===== src/rtl/bdd_pkg.sv =====
// Shared types, codes and helpers of the block dictionary.
package bdd_pkg;

  localparam int unsigned TABLE_DEPTH_DEF     = 256;
  localparam int unsigned MAX_BLOCK_BYTES_DEF = 8;
  localparam logic [3:0]  BLOCK_BYTES_RST     = 4'd8;

  typedef enum logic [1:0] {
    REQ_FIND  = 2'd0,
    REQ_ADD   = 2'd1,
    REQ_GET   = 2'd2,
    REQ_CLEAR = 2'd3
  } req_type_e;

  typedef enum logic [1:0] {
    ST_OK   = 2'd0,
    ST_MISS = 2'd1,
    ST_FULL = 2'd2
  } status_e;

  typedef struct packed {
    req_type_e   req_type;
    logic [63:0] block_data;
    logic [7:0]  entry_index;
  } req_t;

  typedef struct packed {
    status_e     status;
    logic [7:0]  result_index;
    logic [63:0] result_block;
    logic [8:0]  entry_count;
  } resp_t;

  // Byte mask for the active block width, saturated to 1..max_bytes.
  function automatic logic [63:0] width_mask(logic [3:0] bb, int unsigned max_bytes);
    int unsigned n;
    logic [63:0] m;
    n = int'(bb);
    if (n < 1) n = 1;
    if (n > max_bytes) n = max_bytes;
    m = '0;
    for (int unsigned b = 0; b < 8; b++) begin
      if (b < n) m[8*b +: 8] = 8'hFF;
    end
    return m;
  endfunction

endpackage


===== src/rtl/bdd_ctrl.sv =====
// Request sequencer: entry count, find scan, add, get and clear.
module bdd_ctrl #(
  parameter int unsigned TABLE_DEPTH = 256,
  parameter int unsigned DW          = 64,
  parameter int unsigned AW          = 8,
  parameter int unsigned CW          = 9
) (
  input  logic            clk_i,
  input  logic            rst_ni,
  input  logic            req_valid_i,
  output logic            req_ready_o,
  input  bdd_pkg::req_t   req_i,
  input  logic [63:0]     mask_i,
  output logic            res_valid_o,
  input  logic            res_ready_i,
  output bdd_pkg::resp_t  res_o,
  output logic            wr_en_o,
  output logic [AW-1:0]   wr_addr_o,
  output logic [DW-1:0]   wr_data_o,
  output logic            rd_en_o,
  output logic [AW-1:0]   rd_addr_o,
  input  logic [DW-1:0]   rd_data_i
);
  import bdd_pkg::*;

  localparam logic [1:0] S_IDLE = 2'd0;
  localparam logic [1:0] S_SCAN = 2'd1;
  localparam logic [1:0] S_GET  = 2'd2;
  localparam logic [1:0] S_FIN  = 2'd3;

  localparam int unsigned IXW = (AW > 8) ? AW : 8;
  localparam int unsigned EXW = (CW > 9) ? CW : 9;
  localparam int unsigned GIW = (AW > 8) ? AW : 8;

  logic [1:0]    state_q, state_d;
  logic [CW-1:0] count_q, count_d;
  logic [AW-1:0] scan_idx_q, scan_idx_d;
  logic [DW-1:0] key_q, key_d;
  resp_t         res_q, res_d;

  logic [DW-1:0]  mask_dw;
  logic           full;
  logic           get_ok;
  logic           hit;
  logic [GIW-1:0] get_idx_ext;

  function automatic logic [7:0] to_idx(logic [AW-1:0] a);
    logic [IXW-1:0] e;
    e = IXW'(a);
    return e[7:0];
  endfunction

  function automatic logic [8:0] to_cnt(logic [CW-1:0] c);
    logic [EXW-1:0] e;
    e = EXW'(c);
    return e[8:0];
  endfunction

  assign mask_dw     = mask_i[DW-1:0];
  assign full        = (32'(count_q) >= TABLE_DEPTH);
  assign get_ok      = (32'(req_i.entry_index) < 32'(count_q)) &&
                       (32'(req_i.entry_index) < TABLE_DEPTH);
  assign get_idx_ext = GIW'(req_i.entry_index);
  assign hit         = ((rd_data_i & mask_dw) == key_q);

  always_comb begin
    state_d    = state_q;
    count_d    = count_q;
    scan_idx_d = scan_idx_q;
    key_d      = key_q;
    res_d      = res_q;
    wr_en_o    = 1'b0;
    wr_addr_o  = count_q[AW-1:0];
    wr_data_o  = req_i.block_data[DW-1:0] & mask_dw;
    rd_en_o    = 1'b0;
    rd_addr_o  = '0;
    unique case (state_q)
      S_IDLE: begin
        if (req_valid_i) begin
          state_d = S_FIN;
          unique case (req_i.req_type)
            REQ_FIND: begin
              key_d = req_i.block_data[DW-1:0] & mask_dw;
              if (count_q == '0) begin
                res_d = '{status: ST_MISS, result_index: '0, result_block: '0,
                          entry_count: to_cnt(count_q)};
              end else begin
                rd_en_o    = 1'b1;
                rd_addr_o  = '0;
                scan_idx_d = '0;
                state_d    = S_SCAN;
              end
            end
            REQ_ADD: begin
              if (full) begin
                res_d = '{status: ST_FULL, result_index: '0, result_block: '0,
                          entry_count: to_cnt(count_q)};
              end else begin
                wr_en_o = 1'b1;
                count_d = count_q + 1'b1;
                res_d   = '{status: ST_OK, result_index: to_idx(count_q[AW-1:0]),
                            result_block: '0, entry_count: to_cnt(count_q + 1'b1)};
              end
            end
            REQ_GET: begin
              if (get_ok) begin
                rd_en_o   = 1'b1;
                rd_addr_o = get_idx_ext[AW-1:0];
                state_d   = S_GET;
              end else begin
                res_d = '{status: ST_MISS, result_index: '0, result_block: '0,
                          entry_count: to_cnt(count_q)};
              end
            end
            REQ_CLEAR: begin
              count_d = '0;
              res_d   = '{status: ST_OK, result_index: '0, result_block: '0,
                          entry_count: '0};
            end
            default: ;
          endcase
        end
      end
      S_SCAN: begin
        // Data for scan_idx_q arrives now; fetch the next entry meanwhile.
        if (hit) begin
          res_d   = '{status: ST_OK, result_index: to_idx(scan_idx_q),
                      result_block: '0, entry_count: to_cnt(count_q)};
          state_d = S_FIN;
        end else if (32'(scan_idx_q) + 32'd1 >= 32'(count_q)) begin
          res_d   = '{status: ST_MISS, result_index: '0, result_block: '0,
                      entry_count: to_cnt(count_q)};
          state_d = S_FIN;
        end else begin
          rd_en_o    = 1'b1;
          rd_addr_o  = scan_idx_q + 1'b1;
          scan_idx_d = scan_idx_q + 1'b1;
        end
      end
      S_GET: begin
        res_d   = '{status: ST_OK, result_index: '0,
                    result_block: 64'(rd_data_i & mask_dw),
                    entry_count: to_cnt(count_q)};
        state_d = S_FIN;
      end
      S_FIN: begin
        if (res_ready_i) state_d = S_IDLE;
      end
      default: state_d = S_IDLE;
    endcase
  end

  always_ff @(posedge clk_i or negedge rst_ni) begin
    if (!rst_ni) begin
      state_q <= S_IDLE;
      count_q <= '0;
    end else begin
      state_q <= state_d;
      count_q <= count_d;
    end
  end

  always_ff @(posedge clk_i) begin
    scan_idx_q <= scan_idx_d;
    key_q      <= key_d;
    res_q      <= res_d;
  end

  assign req_ready_o = (state_q == S_IDLE);
  assign res_valid_o = (state_q == S_FIN);
  assign res_o       = res_q;

endmodule


===== config.mk =====
export PLATFORM = sky130hd
export DESIGN_NAME = bdd_ctrl
export DESIGN_NICKNAME = d
export VERILOG_FILES = /design/src/rtl/bdd_pkg.sv /design/src/rtl/bdd_ctrl.sv
export SDC_FILE = /design/constraint.sdc
export NUM_CORES = 1
export LEC_CHECK = 0
export BUFFER_PORTS_ARGS = -buffer_cell sky130_fd_sc_hd__buf_2
export CAP_MARGIN = 10
export CELL_PAD_IN_SITES_DETAIL_PLACEMENT = 1
export CELL_PAD_IN_SITES_GLOBAL_PLACEMENT = 1
export CORE_MARGIN = 10
export CORE_UTILIZATION = 35
export CTS_CLUSTER_SIZE = 10
export DETAILED_ROUTE_END_ITERATION = 7
export GPL_ROUTABILITY_DRIVEN = 0
export PLACE_DENSITY = 0.82
export SLEW_MARGIN = 30
export SYNTH_ARGS = -nofsm -noshare
export SYNTH_HDL_FRONTEND = slang
export SYNTH_SLANG_ARGS = --single-unit

===== constraint.sdc =====
create_clock -name clk_i -period 20.6 [get_ports clk_i]
set_clock_uncertainty 0.1 [all_clocks]
set_input_delay 4.12 -clock clk_i [delete_from_list [all_inputs] [get_ports clk_i]]
set_output_delay 4.12 -clock clk_i [all_outputs]
set_load 0.03 [all_outputs]

==> key figures, run 1 <==
Worst setup path
  • Reg2reg start: scan_idx_q[0]
  • Cells along the critical path: buf_2 -> ha_1 -> a21o_1 -> a2111oi_0 -> o21ai_1 -> o21a_1 -> nor2_2 -> a22o_2 -> buf_2
  • CP startpoint kind: input port
  • Critical path's largest stage delay: slightly below 0.5 ns
  • Required @ worst endpoint: between 15 and 20 ns
  • Critical path's most frequent cell: buf_2
  • Slowest CP cell: a2111oi_0
  • Kind of critical path: in -> out
  • Worst path arrival time: between 6 and 7 ns
  • Worst Path Max Fanout: 8
  • Critical Path Sink Type: primary output
  • Worst setup path start: req_i[5]

Clock tree
  • Post-CTS setup buffer count: 0
  • Clock Path Buffers: 2
  • Skew-Pair Late Insertion Delay: between 0.4 and 0.5 ns
  • Cts hold-fix bufs: 0
  • H-tree Lvls: 4
  • CTS tree: yes
  • CTS Buf Count: 17
  • Clock Tree Root: clkbuf_16
  • Clock sink total: between 150 and 200
  • Clock-pin slew on the worst setup and hold paths: 0.07 ns
  • Post-CTS Resized: 0

Routing
  • Post-route ant nets: 0
  • Initial DRC Count: 480
  • Wire length on met3: around 2900 um
  • Routed length per instance: ~23 um
  • Drt via density: around 5.3
  • Pre-antenna DRT Iters: 5
  • # DRC: 0
  • Vias: ~8000
  • Met2 wire len: between 15000 and 20000 um
  • Final wirelength: between 30000 and 40000 um
  • Post-Route M1 WL: 12200 um
  • Uppermost layer routed: met5

Power and ir drop
  • Power per Cell Area: 142 nW/um2
  • Static leakage: just over 5 nW
  • Design Power: around 1.6 mW
  • Peak VDD IR: just under 100 uV

Yosys
  • Syn Area/Cell: roughly 11 um2
  • Post-synthesis sequential area ratio: about three fifths
  • Top FF cell, synth: edfxtp_1
  • Syn_nets: around 1000
  • Top post-synthesis cells by area: edfxtp_1 (56%), and2_1 (5.2%), and3_1 (5.1%)
  • #FFs+latches synth: 166
  • Share of the synthesized area in the top cell type: about 56%
  • Syn Inst Count: roughly 770
  • Post-synth EDFFs: about 160
  • Most common cell in the synthesized netlist: edfxtp_1
  • Cell taking the most area after synthesis: edfxtp_1
  • Unique masters post-synth: 49
  • Synth warn: 0
  • Commonest cells post-synth: edfxtp_1 (155), nand2_1 (88), nor2_1 (74)
  • Synthesized area: approximately 8400 um2
  • Post-synth ARST share: roughly 6.6%

Worst hold path
  • Worst min-delay path category: reg -> reg
  • Min-delay src: count_q[1]

Place
  • Port Buffers: 372
  • Dpl cells: around 1400
  • Final HPWL DP: 27600 um

Cells and area
  • Final Non-Filler Cells: around 1500
  • Share of cells above drive strength 1: 37.3%
  • Area grow syn2layout: 34.6%
  • Final Util: between 40% and 50%
  • Nets: ~1400

Timing
  • Final slew viol count: 0
  • Setup Total Neg Slack: 0 ns
  • Final Hold Viols: 0
  • Measured slew at the worst slew-check pin: about 0.8 ns
  • Final period utilization: between 50% and 60%
  • Rel. slew slack: a little under half
  • RSZ-0062 raised after global routing: no
  • Fmax: between 90 and 100 MHz
  • Min Tclk post-route: 10.46 ns
  • # setup viols final: 0

Floorplanning
  • Die width: around 170 um
  • Core ar.: approximately 23000 um2
  • # rows: 56
  • Boundary pin count: ~370
  • Die ar.: 30500 um2
  • Starting Density: between 30% and 40%
  • DIE HEIGHT: 175 um

Flow run
  • Max-cap violations: 0

Global routing
  • Antenna violations before repair: 13
  • Vias in the first global route: about 8500
  • Largest net degree at the start of global routing: 67
  • GRT Overall Usage: 21.5%
  • Total congestion overflow: 0
  • Global-route wire length before repair: a little over 50000 um

Run status
  • Status: finished, final reports clean
[cell families after synthesis]
| family | share of synthesized area, % |
|---|---|
| AO/OA/AOI/OAI | 12.4 |
| XOR/XNOR | 0.733 |
| adder cells (fa/ha/maj) | 3.74 |
| buffers and inverters | 2.44 |
| flip-flops | 59.0 |
| multiplexers | 0.359 |
| AND/OR/NAND/NOR | 21.3 |
[stage by stage]
stage / setup slack, ns / area, um2 / hold slack, ns
finish: 10.14 / 11200 / 0.522
global route: 10.02 / 11200 / 0.553
CTS: 10.19 / 11200 / 0.519
detailed placement: 10.20 / 10500 / 0.503
global placement: 10.22 / 10500 / 0.494
floorplan: 8.74 / 8360 / 0.435
[critical path, delay by kind of cell]
family / cells / cell delay [ns]
AOI/OAI and AO/OA: 5 / 1.23
buffers and inverters: 2 / 0.30
adders and majority gates: 1 / 0.30
and+or+nand+nor: 1 / 0.29
[routing by layer]
metal | GRT usage (%) | vias to the layer above
li1 | - | 3596
met1 | 21.6 | 3825
met2 | 38.7 | 309
met3 | 8.23 | 69
met4 | 9.18 | 12
met5 | 0 | -
[cell usage in the layout, fill, tap and decap left out, types with 6 or more instances in the layout]
cell type and count:
buf_2 372, edfxtp_1 155, nand2_1 87, nor2_1 74, a21oi_1 73, and2_1 69
and3_1 68, o22ai_1 41, ha_1 25, inv_1 23, o21ai_0 21, clkbuf_16 17
dfrtp_1 11, nand3_1 10, diode_2 8, nor3_1 8, nor4_1 8, nand2b_1 7
a22o_2 7, xnor2_1 6
[layout make-up]
class	instances	area, um2
multi-input combinational	553	3250
fill	2695	12200
clock buffer	17	425
tap	319	399
timing repair buffer	377	1930
antenna	8	20.0
sequential	166	4930
clock inverter	14	213
inverter	24	90.1
[worst paths after layout]
kind                                      to  slack [ns]  depth (start not counted)
max in group asynchronous         count_q[0]       16.70                          1
worst max register to register     res_o[39]       16.64                         12
worst min register to register    count_q[1]        0.52                          1
worst max-delay path            rd_addr_o[6]       10.14                          9
min in group asynchronous         state_q[0]        3.47                          1
worst min-delay path              count_q[1]        0.52                          1
[power breakdown]
part           internal (mW)  switching (mW)
registers              0.519          0.0430
logic                  0.173           0.505
clock network          0.207           0.147
total                  0.899           0.695
[registers in the layout, indices dropped and copies added (netlist names)]
signal      count
count_q         9
key_q          64
res_o          83
scan_idx_q      8
state_q         2
Note: power is estimated with default switching activity, not from simulation.
==> run 2: changes to the inputs <==
--- a/config.mk
+++ b/config.mk
@@ -10,11 +10,11 @@
 export CELL_PAD_IN_SITES_DETAIL_PLACEMENT = 1
 export CELL_PAD_IN_SITES_GLOBAL_PLACEMENT = 1
 export CORE_MARGIN = 10
-export CORE_UTILIZATION = 35
+export CORE_UTILIZATION = 32
 export CTS_CLUSTER_SIZE = 10
 export DETAILED_ROUTE_END_ITERATION = 7
 export GPL_ROUTABILITY_DRIVEN = 0
-export PLACE_DENSITY = 0.82
+export PLACE_DENSITY = 0.79
 export SLEW_MARGIN = 30
 export SYNTH_ARGS = -nofsm -noshare
 export SYNTH_HDL_FRONTEND = slang
==> constraint.sdc (replaced) <==
create_clock -name clk_i -period 8.4 [get_ports clk_i]
set_clock_uncertainty 0.1 [all_clocks]
set_input_delay 1.68 -clock clk_i [delete_from_list [all_inputs] [get_ports clk_i]]
set_output_delay 1.68 -clock clk_i [all_outputs]
set_load 0.03 [all_outputs]
==> run 2 against run 1 <==
Effect of this change:
- combinational power increased by 150%
- cell area fell by 0.57%
- utilization down 4.8 points
- sequential share of layout area is 0.25 points higher
==> key figures, run 2 (synthesis results as in run 1) <==
Run status
  • Status: finished, final reports clean

Worst setup path
  • CP Depth: 9 (unchanged)
  • Delay-heaviest family, CP: compound AO/OA/AOI/OAI gates
  • Required @ worst endpoint: 6.62 ns (-9.76 ns)
  • CP startpoint kind: input port
  • Critical path's most frequent cell: buf_2
  • Worst Path Max Fanout: 8 (unchanged)
  • Critical Path Sink Type: primary output
  • Slowest CP cell: a2111oi_0
  • Kind of critical path: in -> out
  • CP bufs+invs: 2 (unchanged)
  • Worst path arrival time: 3.66 ns (-2.58 ns)
  • Cells along the critical path: buf_2 -> ha_1 -> a21o_1 -> a2111oi_0 -> o21ai_1 -> o21a_1 -> nor2_2 -> a22o_2 -> buf_2
  • FF-to-FF path depth: 12 (unchanged)
  • Critical path's largest stage delay: 0.37 ns (-0.12 ns)

Routing
  • Final wirelength: 33200 um (-2.3%)
  • Post-route ant nets: 0 (unchanged)
  • Pre-antenna DRT Iters: 5 (unchanged)
  • Routed length per instance: 22.2 um (-3.1%)
  • # DRC: 0 (unchanged)
  • Met2 wire len: 17000 um (-2.6%)
  • Post-Route M1 WL: 12200 um (+0.28%)
  • Wire length on met3: 2970 um (+3.9%)
  • Drt via density: 5.10 (-3.6%)
  • Vias: 7598 (-2.7%)
  • Initial DRC Count: 442 (-7.9%)
  • Uppermost layer routed: met5

Cells and area
  • Area grow syn2layout: 33.8%
  • Most frequent cells in the layout: buf_2 (372), edfxtp_1 (155), nand2_1 (87)
  • Share of cells above drive strength 1: 37.2% (-0.055 points)
  • Nets: 1369 (-0.073%)
  • Final Util: 43.2% (-4.8 points)
  • Commonest non-fill, non-tap cell in the layout: buf_2
  • Fillers: 3025 (+12%)
  • Max FFs per register: 83 (unchanged)

Floorplanning
  • Boundary pin count: 373 (unchanged)
  • Die width: 182 um (+4.1%)
  • Die ar.: 33000 um2 (+8.3%)
  • Starting Density: 32.3% (-3.4 points)
  • Core ar.: 25900 um2 (+10%)
  • # rows: 59 (+5.4%)
  • DIE HEIGHT: 182 um (+4.1%)

Timing
  • Final period utilization: ~65%
  • Setup Total Neg Slack: 0 ns (unchanged)
  • Min Tclk post-route: approximately 5.4 ns
  • Fmax: ~180 MHz
  • Final slew viol count: 0 (unchanged)
  • # setup viols final: 0 (unchanged)
  • RSZ-0062 raised after global routing: no
  • Measured slew at the worst slew-check pin: 1.00 ns (+0.200 ns)
  • Final Hold Viols: 0 (unchanged)
  • Rel. slew slack: 33.1% (-13 points)

Place
  • Port Buffers: 372 (unchanged)
  • Final HPWL DP: 26900 um (-2.5%)

Clock tree
  • Clock-pin slew on the worst setup and hold paths: 0.07 ns (about the same)
  • CTS tree: yes
  • Clock Tree Root: clkbuf_16
  • Cts hold-fix bufs: 0 (unchanged)
  • Clock sink total: 166 (unchanged)
  • Post-CTS setup buffer count: 0 (unchanged)
  • H-tree Lvls: 4 (unchanged)
  • Skew-Pair Late Insertion Delay: 0.44 ns (about the same)
  • Post-CTS Resized: 0 (unchanged)
  • Clock Path Buffers: 2 (unchanged)
  • CTS Buf Count: 17 (unchanged)

Power and ir drop
  • Pint: 2.10 mW (+130%)
  • Static leakage: 5.04 nW (-0.67%)
  • Psw: 1.73 mW (+150%)
  • Sequential cell fraction of total power: 35.8% (+0.6 points)
  • Comb pwr share: 43.6% (+1.1 points)
  • Clock network power share: 20.6% (-1.6 points)
  • Design Power: 3.83 mW (+140%)
  • Peak VDD IR: 172 uV (+79%)
  • Power per Cell Area: 343 nW/um2 (+140%)
  • Sw frac: 45.2% (+1.6 points)

Global routing
  • Largest net degree at the start of global routing: 66 (-1.5%)
  • Total congestion overflow: 0 (unchanged)
  • GRT Overall Usage: 19.3% (-2.2 points)
  • Antenna violations before repair: 11 (-2)
  • Vias in the first global route: 8222 (-3.7%)
  • Global-route wire length before repair: 49600 um (-1.4%)

Worst hold path
  • Worst min-delay path category: reg -> reg
  • Hold Crit Depth: 1 (unchanged)

Flow run
  • Max-cap violations: 0 (unchanged)
-- run 2: cell type report --
type	count	area, um2	share of cell area (%)
diodes	6	15.0	0.134
well taps	335	419	3.75
clock buffers	17	425	3.80
repair buffers	376	1910	17.1
flip-flops and latches	166	4930	44.1
inverters	24	90.1	0.805
multi-input cells	553	3250	29.0
clock inverters	14	153	1.36
-- run 2: power groups by stage --
stage,registers [mW],logic [mW],clock network [mW]
after floorplan,1.80,0.675,0
after global placement,1.38,1.65,0
after detailed placement,1.39,1.68,0
after CTS,1.38,1.68,0.809
after global routing,1.40,1.79,0.833
final,1.37,1.67,0.790
-- run 2: final timing paths --
kind	startpoint	to	slack [ns]
max in group asynchronous	rst_ni	state_q[1]	6.95
min in group asynchronous	rst_ni	count_q[4]	1.02
hold reg to reg	count_q[1]	count_q[1]	0.53
setup / recovery	req_i[5]	rd_addr_o[5]	2.96
hold / removal	count_q[1]	count_q[1]	0.53
setup reg to reg	scan_idx_q[0]	res_o[15]	4.54
-- run 2: routing by layer --
metal / track usage (%) / up-vias
met5: 0 / -
met4: 7.16 / 12
met3: 7.14 / 53
met2: 34.3 / 265
met1: 20.4 / 3678
li1: - / 3590
-- run 2: worst register-to-register path: cells and delay by family, from the launching register on --
family | cells | cell delay (ns)
simple gates | 1 | 0.16
flops | 1 | 0.44
compound gates | 6 | 1.50
xor+xnor | 1 | 0.35
buf+inv | 2 | 0.46
fa+ha+maj | 2 | 0.54
-- run 2: through the flow --
| step | hold WS, ns | area (um2) | setup WS, ns | std cells |
|---|---|---|---|---|
| detailed placement | 0.501 | 10600 | 2.89 | 1453 |
| global route | 0.560 | 11200 | 2.75 | 1486 |
| global placement | 0.497 | 10600 | 2.95 | 1453 |
| finish | 0.533 | 11200 | 2.96 | 1491 |
| floorplan | 0.435 | 8360 | 1.44 | 765 |
| CTS | 0.520 | 11200 | 2.89 | 1484 |
==> run 3: changes to the inputs <==
==> constraint.sdc (replaced) <==
create_clock -name clk_i -period 4.5 [get_ports clk_i]
set_clock_uncertainty 0.1 [all_clocks]
set_input_delay 0.9 -clock clk_i [delete_from_list [all_inputs] [get_ports clk_i]]
set_output_delay 0.9 -clock clk_i [all_outputs]
set_load 0.03 [all_outputs]
==> run 3 against run 2 <==
Effect of this change:
- worst hold slack worse by 0.27 ns
- cell count grew 0.74%
- worst setup slack got worse by 2.8 ns
- highest routed layer unchanged
==> key figures, run 3 (synthesis results as in run 1) <==
Clock tree
  • Clock Path Buffers: 2 (unchanged)
  • Clock sink total: 166 (unchanged)
  • Clock-pin slew on the worst setup and hold paths: 0.07 ns (about the same)
  • H-tree Lvls: 4 (unchanged)
  • Clock Tree Root: clkbuf_16
  • CTS Buf Count: 17 (unchanged)
  • Skew-Pair Late Insertion Delay: 0.43 ns (about the same)
  • CTS tree: yes
  • Cts hold-fix bufs: 0 (unchanged)

Timing
  • # setup viols final: 0 (unchanged)
  • Final slew viol count: 0 (unchanged)
  • Min Tclk post-route: ~4.3 ns
  • Rel. slew slack: 46.7% (+14 points)
  • Final period utilization: a little over nine tenths
  • RSZ-0062 raised after global routing: no
  • Final worst setup slack: 0.207 ns (-2.75 ns)
  • Measured slew at the worst slew-check pin: 0.799 ns (-0.205 ns)
  • Final Hold Viols: 0 (unchanged)
  • Fmax: between 200 and 250 MHz
  • Setup Total Neg Slack: 0 ns (unchanged)

Worst setup path
  • Critical path's most frequent cell: ha_1
  • FF-to-FF path depth: 10 (-2)
  • CP startpoint kind: flip-flop
  • Worst Path Max Fanout: 9 (+1)
  • Slowest CP cell: edfxtp_1
  • CP Capture Point: rd_addr_o[0]
  • CP bufs+invs: 2 (unchanged)
  • Worst path arrival time: 3.29 ns (-0.37 ns)
  • Delay-heaviest family, CP: compound AO/OA/AOI/OAI gates
  • CP Depth: 12 (+3)
  • Kind of critical path: reg -> out
  • Reg2Reg Setup Slack: 1.00 ns (-3.54 ns)
  • Critical path's largest stage delay: 0.44 ns (+0.07 ns)
  • Cells along the critical path: ha_1 -> nand3_1 -> xnor2_1 -> ha_1 -> a21o_1 -> a211oi_1 -> o21a_1 -> o21ai_2 -> a211oi_4 -> buf_4 -> a22o_2 -> buf_2
  • Critical Path Sink Type: primary output
  • Required @ worst endpoint: 3.50 ns (-3.12 ns)
  • Reg2reg start: scan_idx_q[0]
  • Worst setup path start: scan_idx_q[0]
  • Worst R2R End: scan_idx_q[2]

Cells and area
  • Share of cells above drive strength 1: 37.6% (+0.40 points)
  • Post-Layout Inst Area: 11300 um2 (+0.87%)
  • Area grow syn2layout: 35.0%
  • Nets: 1377 (+0.58%)
  • Fillers: 3025 (unchanged)
  • Final Util: 43.5% (+0.38 points)
  • Max FFs per register: 83 (unchanged)
  • Most frequent cells in the layout: buf_2 (372), edfxtp_1 (155), nand2_1 (87)
  • Commonest non-fill, non-tap cell in the layout: buf_2

Global routing
  • Antenna violations before repair: 14 (+3)
  • Largest net degree at the start of global routing: 66 (unchanged)
  • GRT Overall Usage: 19.3% (about the same)
  • Vias in the first global route: 8413 (+2.3%)
  • Global-route wire length before repair: 49700 um (+0.22%)
  • Total congestion overflow: 0 (unchanged)

Floorplanning
  • Starting Density: 32.3% (unchanged)
  • Die ar.: 33000 um2 (unchanged)
  • Boundary pin count: 373 (unchanged)
  • DIE HEIGHT: 182 um (unchanged)
  • Die width: 182 um (unchanged)
  • Core ar.: 25900 um2 (unchanged)
  • # rows: 59 (unchanged)

Routing
  • Routed length per instance: 22.0 um (-1.2%)
  • Final wirelength: 33000 um (-0.46%)
  • Drt via density: 5.12 (+0.51%)
  • Vias: 7693 (+1.3%)
  • Initial DRC Count: 349 (-21%)
  • # DRC: 0 (unchanged)
  • Pre-antenna DRT Iters: 5 (unchanged)
  • Post-route ant nets: 0 (unchanged)

Place
  • Post-Place Worst Slack: 0.454 ns (-2.44 ns)
  • Port Buffers: 372 (unchanged)
  • Placed Instance Area: 10600 um2 (+0.41%)
  • Final HPWL DP: 27000 um (+0.61%)

Power and ir drop
  • Design Power: 7.16 mW (+87%)
  • Power per Cell Area: 635 nW/um2 (+85%)
  • Peak VDD IR: 336 uV (+96%)
  • Static leakage: 5.09 nW (+0.91%)

Flow run
  • Max-cap violations: 0 (unchanged)

Run status
  • Status: finished, final reports clean

Worst hold path
  • Worst min-delay path category: in -> async
-- run 3: final cells by class --
cell class	count	area, um2	area share (%)
Sequential cell	166	4930	43.7
Multi-Input combinational cell	553	3250	28.8
Inverter	24	90.1	0.798
Clock buffer	17	425	3.77
Clock inverter	15	163	1.44
Tap cell	335	419	3.71
Timing Repair Buffer	384	1980	17.6
Antenna cell	8	20.0	0.177
-- run 3: routing by layer --
metal	track usage, %	vias to the layer above	routed length (um)
li1	-	3615	-
met1	19.9	3707	11900
met2	35.4	314	17400
met3	7.44	45	3030
met4	5.40	12	675
met5	0	-	69
-- run 3: what timing repair did --
| action | CTS | global route |
|---|---|---|
| resized for setup | 0 | 0 |
| endpoints found under the setup margin | 2 | 7 |
| setup buffers | 0 | 3 |
| pin swaps | 1 | 1 |
-- run 3: worst register-to-register path, delay by kind of cell (launching register included) --
family                     cells  cell delay, ns
and+or+nand+nor                2            0.37
DFF                            1            0.44
xor gates and xnor gates       1            0.36
AOI/OAI and AO/OA              5            1.33
adders and majority gates      2            0.53
-- run 3: power by group --
| group | switching, mW | leakage, nW | internal, mW |
|---|---|---|---|
| combinational | 2.32 | 3.14 | 0.845 |
| sequential | 0.177 | 1.67 | 2.37 |
| clock | 0.708 | 0.283 | 0.742 |
| total | 3.20 | 5.09 | 3.95 |
-- run 3: worst min path at each step --
| stage | start | endpoint | slack [ns] | cells after the start |
|---|---|---|---|---|
| after floorplan | count_q[1] | count_q[1] | 0.43 | 1 |
| after global placement | count_q[1] | count_q[1] | 0.50 | 1 |
| after detailed placement | count_q[1] | count_q[1] | 0.49 | 1 |
| after CTS | rst_ni | count_q[4] | 0.25 | 1 |
| after global routing | rst_ni | count_q[4] | 0.25 | 1 |
| final | rst_ni | count_q[4] | 0.26 | 1 |
-- run 3: metrics by stage --
step	std cells	hold slack, ns
after CTS	1490	0.245
after global routing	1497	0.252
after detailed placement	1458	0.494
after global placement	1458	0.501
after floorplan	765	0.435
final	1502	0.261
